==> config.mk <==
export PLATFORM = sky130hd
export DESIGN_NAME = sttq_cell
export DESIGN_NICKNAME = d
export VERILOG_FILES = /design/src/sorted_timer_task_queue_unit_macros.svh /design/src/sttq_pkg.sv /design/src/sttq_cell.sv
export SDC_FILE = /design/constraint.sdc
export NUM_CORES = 1
export LEC_CHECK = 0
export BUFFER_PORTS_ARGS = -buffer_cell sky130_fd_sc_hd__buf_2
export CAP_MARGIN = 5
export CORE_AREA = 2 2 188 190
export DETAILED_ROUTE_END_ITERATION = 8
export DIE_AREA = 0 0 190 192
export GPL_ROUTABILITY_DRIVEN = 1
export PLACE_DENSITY = 0.55
export RECOVER_POWER = 25
export SLEW_MARGIN = 10
export SYNTH_ARGS = -nofsm -noshare
export SYNTH_HDL_FRONTEND = slang
export SYNTH_SLANG_ARGS = --single-unit
export TNS_END_PERCENT = 1
==> constraint.sdc <==
create_clock -name clk -period 9.5 [get_ports clk]
set_input_delay 1.9 -clock clk [delete_from_list [all_inputs] [get_ports clk]]
set_output_delay 1.9 -clock clk [all_outputs]
set_load 0.005 [all_outputs]
==> src/sorted_timer_task_queue_unit_macros.svh <==
// assertion macros shared by the timer queue rtl
`ifndef SORTED_TIMER_TASK_QUEUE_UNIT_MACROS_SVH
`define SORTED_TIMER_TASK_QUEUE_UNIT_MACROS_SVH

// condition implies consequence in the same cycle
`define STTQ_ASSERT_SAME(lbl, ante, cons) \
  lbl: assert property (@(posedge clk) disable iff (!rst_n) (ante) |-> (cons)) \
    else $error("timer queue check failed");

// condition implies consequence in the next cycle
`define STTQ_ASSERT_NEXT(lbl, ante, cons) \
  lbl: assert property (@(posedge clk) disable iff (!rst_n) (ante) |=> (cons)) \
    else $error("timer queue check failed");

`endif

==> src/sttq_pkg.sv <==
// types and codes shared by the timer queue cells and top level
package sttq_pkg;

  localparam int DUE_W = 49;
  localparam int PER_W = 48;

  localparam logic [2:0] MODE_SCHED     = 3'd0;
  localparam logic [2:0] MODE_SCHED_NOW = 3'd1;
  localparam logic [2:0] MODE_CANCEL    = 3'd2;
  localparam logic [2:0] MODE_EXISTS    = 3'd3;
  localparam logic [2:0] MODE_TICK      = 3'd4;
  localparam logic [2:0] MODE_CLEAR     = 3'd5;
  localparam logic [2:0] MODE_STOP      = 3'd6;
  localparam logic [2:0] MODE_START     = 3'd7;

  localparam logic [1:0] STAT_OK      = 2'd0;
  localparam logic [1:0] STAT_BAD_DLY = 2'd1;
  localparam logic [1:0] STAT_FULL    = 2'd2;
  localparam logic [1:0] STAT_STOPPED = 2'd3;

  typedef enum logic [1:0] {
    OP_KEEP,
    OP_INSERT,
    OP_REMOVE,
    OP_POP
  } cell_op_t;

  typedef struct packed {
    logic [DUE_W-1:0] due;
    logic [PER_W-1:0] per;
  } slot_t;

  typedef struct packed {
    cell_op_t         op;
    logic [DUE_W-1:0] key_due;
  } cell_ctrl_t;

endpackage

==> src/sttq_cell.sv <==
// one queue slot: holds an entry and shifts with its neighbors
module sttq_cell #(
  parameter int IDX = 0,
  parameter int TW  = 8,
  parameter int CW  = 6
) (
  input  logic                clk,
  input  sttq_pkg::cell_ctrl_t ctrl,
  input  logic [CW-1:0]       cnt,
  input  logic [TW-1:0]       match_id,
  input  sttq_pkg::slot_t     ins_slot,
  input  logic [TW-1:0]       ins_task,
  input  sttq_pkg::slot_t     lft_slot,
  input  logic [TW-1:0]       lft_task,
  input  logic                ge_lft,
  input  sttq_pkg::slot_t     rgt_slot,
  input  logic [TW-1:0]       rgt_task,
  input  logic                rm_lft,
  output sttq_pkg::slot_t     slot,
  output logic [TW-1:0]       task_id,
  output logic                ge,
  output logic                rm
);
  import sttq_pkg::*;

  localparam logic [CW-1:0] IDX_C = CW'(IDX);

  slot_t           slot_r;
  slot_t           slot_nxt;
  logic [TW-1:0]   task_r;
  logic [TW-1:0]   task_nxt;
  logic            used;

  assign used    = cnt > IDX_C;
  assign ge      = !used || (ctrl.key_due <= slot_r.due);
  assign rm      = rm_lft || (used && (task_r == match_id));
  assign slot    = slot_r;
  assign task_id = task_r;

  always_comb begin
    slot_nxt = slot_r;
    task_nxt = task_r;
    case (ctrl.op)
      OP_INSERT: begin
        if (ge) begin
          slot_nxt = ge_lft ? lft_slot : ins_slot;
          task_nxt = ge_lft ? lft_task : ins_task;
        end
      end
      OP_REMOVE: begin
        if (rm) begin
          slot_nxt = rgt_slot;
          task_nxt = rgt_task;
        end
      end
      OP_POP: begin
        slot_nxt = rgt_slot;
        task_nxt = rgt_task;
      end
      default: begin
        slot_nxt = slot_r;
        task_nxt = task_r;
      end
    endcase
  end

  always_ff @(posedge clk) begin
    slot_r <= slot_nxt;
    task_r <= task_nxt;
  end

endmodule

**Yosys cells after proc, flatten, opt, wreduce, memory -nomap -nowiden**

Index checks and enable logic that the tools add are counted.
W data, S select, Z words.

- Register bits after elaboration: 105
- Bits in latches: 0
- Bits in writable memories: 0
- ROM bits: 0
- Bits of input ports: 383
- Word-level logic and storage cells: 25
- Memories: 0

- $add $sub $neg: 0
- Multipliers: 0
- Divide/modulo/power cells: 0
- Magnitude comparators: 2
- Eq/ne operators: 6
- Shift-type cells: 0
- Mux-type cells: 8
- Bitwise operators: 0
- Reduce and logical (&&, ||, !) cells: 6

Operator list:

| kind | number |
|---|---|
| $mux W97 | 3 |
| $pmux W97 S3 | 1 |
| $le A49 B49 Y1 | 1 |
| $mux W8 | 3 |
| $pmux W8 S3 | 1 |
| $eq A8 B8 Y1 | 1 |
| $gt A6 B1 Y1 const B | 1 |
| $eq A2 B2 Y1 const B | 2 |
| $ne A2 B2 Y1 const B | 2 |
| $reduce_and A3 Y1 | 1 |
| $reduce_bool A3 Y1 | 1 |
| $eq A2 B1 Y1 const B | 1 |
| $logic_or A1 B1 Y1 | 2 |
| $logic_and A1 B1 Y1 | 1 |
| $logic_not A1 Y1 | 1 |

**Depth between registers and ports, before layout**

Gate-level depths: netlist of run 1.

- Word-level depth: 5
- Gate-level depth with buffers: 8
- Depth with buffers taken out: 8

**Worst setup path before layout of run 1**

Ideal clock, no wire load.

- Path type: input-to-reg
- From: input ctrl[7] in the netlist's numbering
- To: register slot_r (netlist bit slot[0]), enable pin
- Setup time: 491 ps
- Arrival: 5902 ps
- Required time: 9009 ps
- Slack: 3107 ps
- Stages on the path: 6
- Path through: ha_1 -> and4_2 -> nor4bb_1 -> a2111oi_2 -> o21ai_2 -> o211ai_2

- Longest elaborated chain between the ends: 4

Ends and longest elaborated chain:

| item | RTL line | source |
|---|---|---|
| start: declaration | sttq_cell.sv:8 | `input sttq_pkg::cell_ctrl_t ctrl,` |
| $le A49 B49 Y1 | sttq_cell.sv:35 | `assign ge = !used \|\| (ctrl.key_due <= slot_r.due);` |
| $logic_or A1 B1 Y1 | sttq_cell.sv:35 |  |
| $ne A2 B2 Y1 (no source line) | -- |  |
| $reduce_and A3 Y1 (no source line) | -- |  |
| end signal: assignment | sttq_cell.sv:68 | `slot_r <= slot_nxt;` |
| end: declaration | sttq_cell.sv:28 | `slot_t slot_r;` |

Every way passes these cells.
A chain may end at the register's enable or synchronous reset.

==> impl_metrics.py, run 1 <==
metrics = {
    "status": {
        "status": "finished, violations left",
        "violations": "capacitance limit, slew limit",
    },
    "timing": {
        "period_minus_slack_ps": 6038,
        "period_share": 0.6356,
        "drv_slew": 51,
        "hold_viol": 0,
        "max_freq_mhz": 165.6,
        "rsz0062_at_grt": "no",
        "worst_slew_pin_slew_ps": 3675,
        "fin_tns_setup_ps": 0,
        "holdWs_ps": 1533,
        "finalSetupViolations": 0,
        "max-slew-margin-rel": -1.450,
        "fin_skew_ps": 10.05,
    },
    "die": {
        "die_area_um2": 36480,
        "die_x_um": 190,
        "io_pins": 490,
        "die_h_um": 192,
        "start_util": 0.1953,
        "core_area_um2": 34290,
        "num_rows": 68,
    },
    "global_routing": {
        "antenna_found_initial": 0,
        "grt_pass1_wl_um": 35240,
        "grt_pass1_vias": 6276,
        "grtUsageTotal": 0.1295,
        "grt_overflow_total": 0,
        "grt_max_degree": 107,
    },
    "yosys": {
        "synthFlopType": "edfxtp_1",
        "yosysSeqAreaShare": 0.4708,
        "yosys_warnings": 0,
        "synth_area_um2": 6698,
        "synth_cell_types": 35,
        "ys_ff_latch": 105,
        "syn_nets": 1078,
        "synth_edf_count": 105,
        "postSynthAreaPerCell_um2": 10.37,
        "syn-instance-count": 646,
        "ys_async_sr_fraction": 0,
    },
    "final_layout": {
        "antenna_cells": 0,
        "fillers": 3658,
        "final_nets": 1548,
        "final_area_um2": 9846,
        "final_cell_count_no_fill": 1576,
        "area_delta_synth_final_pct": 47.00,
        "layout-drive-gt1-share": 0.4255,
    },
    "flow_run": {
        "cap_violations": 1,
    },
    "power": {
        "ir_drop_v": 0.00007247,
        "switching_share": 0.3111,
        "netSwitchingPower_mw": 0.4243,
        "pwr-share-clk": 0.281,
        "cellLeakagePower_nw": 4.889,
        "p_seq_frac": 0.453,
        "p_int_mw": 0.9396,
        "power_density_nw_per_um2": 138.5,
        "comb_power_share": 0.266,
    },
    "worst_hold_path": {
        "hp-class": "flip-flop to flip-flop",
    },
    "worst_setup_path": {
        "reg2reg_to": "slot[27]",
        "worstSetupStartpoint": "ge_lft",
        "reg2reg_depth": 10,
        "worst_setup_path_start_kind": "primary input",
        "end_kind": "flip-flop",
        "crit_family": "buffers and inverters",
        "cp_slowest_stage_delay_ps": 2520,
        "endpoint": "slot[95]",
        "worst-setup-path-type": "primary input to flip-flop",
        "crit_buf_inv": 2,
        "slowest_stage": "clkbuf_1",
        "crit_arrival_ps": 6150,
        "path_max_fanout": 56,
        "crit_chain": "clkbuf_1 -> buf_4 -> mux2i_1 -> o21ai_0",
        "r2r-start": "slot[94]",
        "required_ps": 9610,
        "ff2ff_setup_slack_ps": 5610,
        "cp.depth": 4,
    },
    "drt": {
        "avgRoutedWirePerCell_um": 16.05,
        "ant_nets": 0,
        "drt_iter0_markers": 198,
        "routed_wl_um": 25300,
        "vias": 6445,
        "drc": 0,
        "drt-pass1-iter-count": 4,
        "routed_via_density": 4.089,
    },
    "placed_design": {
        "dp_hpwl_um": 21330,
        "place_congestion": 0.8404,
        "placed_area_um2": 9619,
        "placedCellCount": 1560,
        "port_buffers": 489,
    },
    "clocking": {
        "numCtsBuffers": 9,
        "cts_resized": 0,
        "postCtsHoldBufs": 0,
        "cts_tree": "built",
        "path_clk_slew_ps": 80,
        "post_cts_buffers": 0,
        "clkLatencyLatePin_ps": 350,
        "clockRootBuffer": "clkbuf_16",
        "cts.sinks": 105,
        "clockBufferDepth": 2,
        "ctsHtreeMaxLevel": 3,
    },
}
cell usage after synthesis, drive strengths merged (2+ instances only):
library cell / count / area share
a21o: 4 / 0.0045
a21oi: 21 / 0.016
a221oi: 2 / 0.0026
and4: 5 / 0.0071
buf: 13 / 0.011
clkbuf: 22 / 0.012
edfxtp: 105 / 0.47
ha: 49 / 0.092
inv: 50 / 0.028
mux2i: 105 / 0.16
nand2: 118 / 0.066
nand3: 5 / 0.0037
nand4: 7 / 0.0093
nor4: 4 / 0.0060
o21ai: 114 / 0.086
xor2: 8 / 0.010
tightest hold or removal path, delay by kind of cell (launching register included):
kind	cells	cell delay, ps
adders and majority gates	1	150
DFF	1	390
AOI/OAI and AO/OA	3	340
buffers and inverters	2	380
layout make-up:
cell class	count	area, um2	share of cell area
multi-input combinational	456	3212	0.3262
timing repair buffer	494	2437	0.2476
clock inverter	6	57.56	0.005846
tap	455	569.3	0.05782
inverter	50	187.7	0.01906
sequential	105	3153	0.3202
clock buffer	10	229.0	0.02326
power by group through the flow:
stage / registers, mW / clock network [mW] / logic [mW]
global route: 0.625 / 0.422 / 0.407
detailed placement: 0.628 / 0 / 0.374
CTS: 0.618 / 0.408 / 0.375
finish: 0.618 / 0.384 / 0.362
global placement: 0.627 / 0 / 0.369
floorplan: 0.632 / 0 / 0.156
worst min path at each step:
| stage | cells past startpoint | from | endpoint |
|---|---|---|---|
| floorplan | 2 | rgt_slot[0] | slot[0] |
| global placement | 6 | slot[64] | slot[71] |
| detailed placement | 6 | slot[64] | slot[71] |
| CTS | 6 | slot[64] | slot[96] |
| global route | 6 | slot[64] | slot[72] |
| finish | 6 | slot[64] | slot[71] |
logic make-up after synthesis:
kind of cell | after synthesis | share of synthesized area
XOR/XNOR | 8 | 0.01046
adder cells (fa/ha/maj) | 49 | 0.09154
AO/OA/AOI/OAI | 152 | 0.1239
flip-flops | 105 | 0.4708
multiplexers | 105 | 0.1569
buffers and inverters | 85 | 0.05100
AND/OR/NAND/NOR | 142 | 0.09546
state kept, by name, summed over array words and instances, names as in the netlist:
signal   count
task_id      8
slot        97
per-layer routing:
metal / up-vias / part of all wire / GRT usage
met5: - / 0 / 0
met4: 0 / 0.015 / 0.03160
li1: 3273 / - / -
met1: 2867 / 0.40 / 0.1479
met3: 17 / 0.072 / 0.03234
met2: 288 / 0.51 / 0.2406
placed cells by master (no fill, tap or decap), types with 4 or more instances in the layout:
master and instances:
a21o_1 4, nand2_1 118, buf_4 5, ha_1 49
inv_1 50, xor2_1 8, buf_2 445, nand3_1 5
nand4_1 4, o21ai_0 113, a21oi_1 21, clkbuf_1 44
mux2i_1 105, clkbuf_16 9, edfxtp_1 105
per-stage QoR:
| stage | util | setup WS, ps | total power, mW |
|---|---|---|---|
| 2_1_floorplan | - | 3107 | 0.7885 |
| 3_3_place_gp | 0.2805 | 3713 | 0.9962 |
| 3_5_place_dp | 0.2805 | 3612 | 1.002 |
| 4_1_cts | 0.2889 | 3609 | 1.400 |
| 5_1_grt | 0.2871 | 3175 | 1.454 |
| 6_report | 0.2871 | 3462 | 1.364 |
Power figures use the tool's default switching activity.
==> run 2, diff against run 1 <==
Settings changed: CORE_AREA 2 2 188 190 to 2 2 189 191, DIE_AREA 0 0 190 192 to 0 0 191 193, PLACE_DENSITY 0.55 to 0.54.
Clock period 9.5 ns to 5.8 ns, I/O delays scaled along.
==> impl_metrics.py, run 2 (same netlist as run 1, synthesis figures left out) <==
metrics = {
    "clocking": {
        "clockRootBuffer": "clkbuf_16",
        "cts_tree": "built",
        "path_clk_slew_ps": 80,
        "ctsHtreeMaxLevel": 3,
        "cts.sinks": 105,
        "cts_resized": 0,
        "clkLatencyLatePin_ps": 360,
        "post_cts_buffers": 0,
        "numCtsBuffers": 9,
        "clockBufferDepth": 2,
        "postCtsHoldBufs": 0,
    },
    "die": {
        "die_area_um2": 36860,
        "start_util": 0.1916,
        "core_area_um2": 34960,
        "die_x_um": 191,
        "io_pins": 490,
        "die_h_um": 193,
        "num_rows": 69,
    },
    "final_layout": {
        "final_nets": 1548,
        "mostFrequentLayoutCell": "buf_2",
        "fillers": 3794,
        "area_delta_synth_final_pct": 47.36,
        "largest_reg_flops": 97,
        "final_cell_mix": "buf_2, nand2_1, o21ai_0, mux2i_1, edfxtp_1",
        "antenna_cells": 0,
        "final_cell_count_no_fill": 1582,
        "layout-drive-gt1-share": 0.4077,
    },
    "drt": {
        "drt_iter0_markers": 161,
        "routed_wl_um": 24600,
        "ant_nets": 0,
        "drt-pass1-iter-count": 4,
        "avgRoutedWirePerCell_um": 15.55,
        "routed_via_density": 4.111,
        "vias": 6504,
        "drc": 0,
    },
    "global_routing": {
        "grt_overflow_total": 0,
        "grt_pass1_vias": 6152,
        "grt_max_degree": 111,
        "antenna_found_initial": 1,
        "grtUsageTotal": 0.1250,
        "grt_pass1_wl_um": 34130,
    },
    "power": {
        "cellLeakagePower_nw": 4.846,
        "ir_drop_v": 0.0001240,
        "power_density_nw_per_um2": 225.0,
    },
    "worst_setup_path": {
        "path_max_fanout": 62,
        "worst-setup-path-type": "primary input to flip-flop",
        "slowest_stage": "dlygate4sd2_1",
        "crit_family": "buffers and inverters",
        "crit_buf_inv": 1,
        "worst_setup_path_start_kind": "primary input",
        "required_ps": 5960,
        "crit_arrival_ps": 5120,
        "end_kind": "flip-flop",
        "crit_chain": "dlygate4sd2_1 -> mux2i_1 -> o21ai_0",
        "cp_slowest_stage_delay_ps": 2810,
    },
    "timing": {
        "period_share": 0.8545,
        "drv_slew": 62,
        "finalSetupViolations": 0,
        "fin_tns_setup_ps": 0,
        "rsz0062_at_grt": "no",
        "worst_slew_pin_slew_ps": 3867,
        "period_minus_slack_ps": 4956,
        "max-slew-margin-rel": -1.578,
        "max_freq_mhz": 201.8,
        "fin_skew_ps": 9.824,
        "hold_viol": 0,
    },
    "placed_design": {
        "place_congestion": 0.8573,
        "port_buffers": 489,
        "placedCellCount": 1566,
        "dp_hpwl_um": 20710,
    },
    "status": {
        "violations": "capacitance limit, slew limit",
        "status": "finished, violations left",
    },
    "worst_hold_path": {
        "hp-class": "primary input to flip-flop",
    },
    "flow_run": {
        "cap_violations": 1,
    },
}
-- run 2: changes by cell type in the layout (fill, tap and decap cells not counted), sizes merged --
cell | before | now
dlygate4sd2 | 0 | 1
clkbuf | 53 | 71
buf | 451 | 431
clkinvlp | 0 | 1
-- run 2: layer usage --
metal | up-vias | global-route usage | part of all wire
met5 | - | 0 | 0.00053
met4 | 2 | 0.03876 | 0.019
met3 | 21 | 0.03095 | 0.076
met2 | 298 | 0.2270 | 0.50
met1 | 2896 | 0.1440 | 0.40
li1 | 3287 | - | -
-- run 2: final cells by class --
cell class | count | area, um2 | area share
timing repair buffer | 494 | 2454 | 0.2486
multi-input combinational | 456 | 3212 | 0.3254
clock buffer | 9 | 225.2 | 0.02282
clock inverter | 7 | 61.31 | 0.006212
tap | 461 | 576.8 | 0.05844
sequential | 105 | 3153 | 0.3195
inverter | 50 | 187.7 | 0.01902
-- run 2: path summary, 6_finish.rpt --
path           startpoint  endpoint  slack, ps  cells after the start
max                ge_lft  slot[75]        840                      3
min          rgt_slot[16]  slot[16]       1070                      3
max reg2reg      slot[94]  slot[40]       2690                      9
min reg2reg      slot[64]  slot[72]       1280                      5
-- run 2: stage by stage --
| stage | util | setup slack, ps | hold WS [ps] | instance area [um2] | power [mW] |
|---|---|---|---|---|---|
| 6_report | 0.2823 | 844.1 | 1073 | 9869 | 2.221 |
| 5_1_grt | 0.2823 | 671.5 | 1054 | 9869 | 2.363 |
| 4_1_cts | 0.2846 | 1325 | 1047 | 9951 | 2.276 |
| 3_5_place_dp | 0.2764 | 1324 | 1293 | 9664 | 1.639 |
| 3_3_place_gp | 0.2764 | 1347 | 1295 | 9664 | 1.628 |
| 2_1_floorplan | - | 147.1 | 1351 | 6698 | 1.292 |
-- run 2: where the power goes --
group | internal, mW | switching (mW) | leakage (nW)
clock network | 0.302 | 0.318 | 0.140
registers | 0.962 | 0.0484 | 1.06
logic | 0.274 | 0.317 | 3.64
total | 1.54 | 0.683 | 4.85
-- run 2: worst reg2reg max path, cell delays in order, from the launching register on --
cell and delay, ps:
edfxtp_1 410, inv_1 90, ha_1 240, a21o_1 160
a21o_1 170, a221oi_1 560, o41a_1 270, o21ai_2 90
o211ai_4 420, buf_12 310
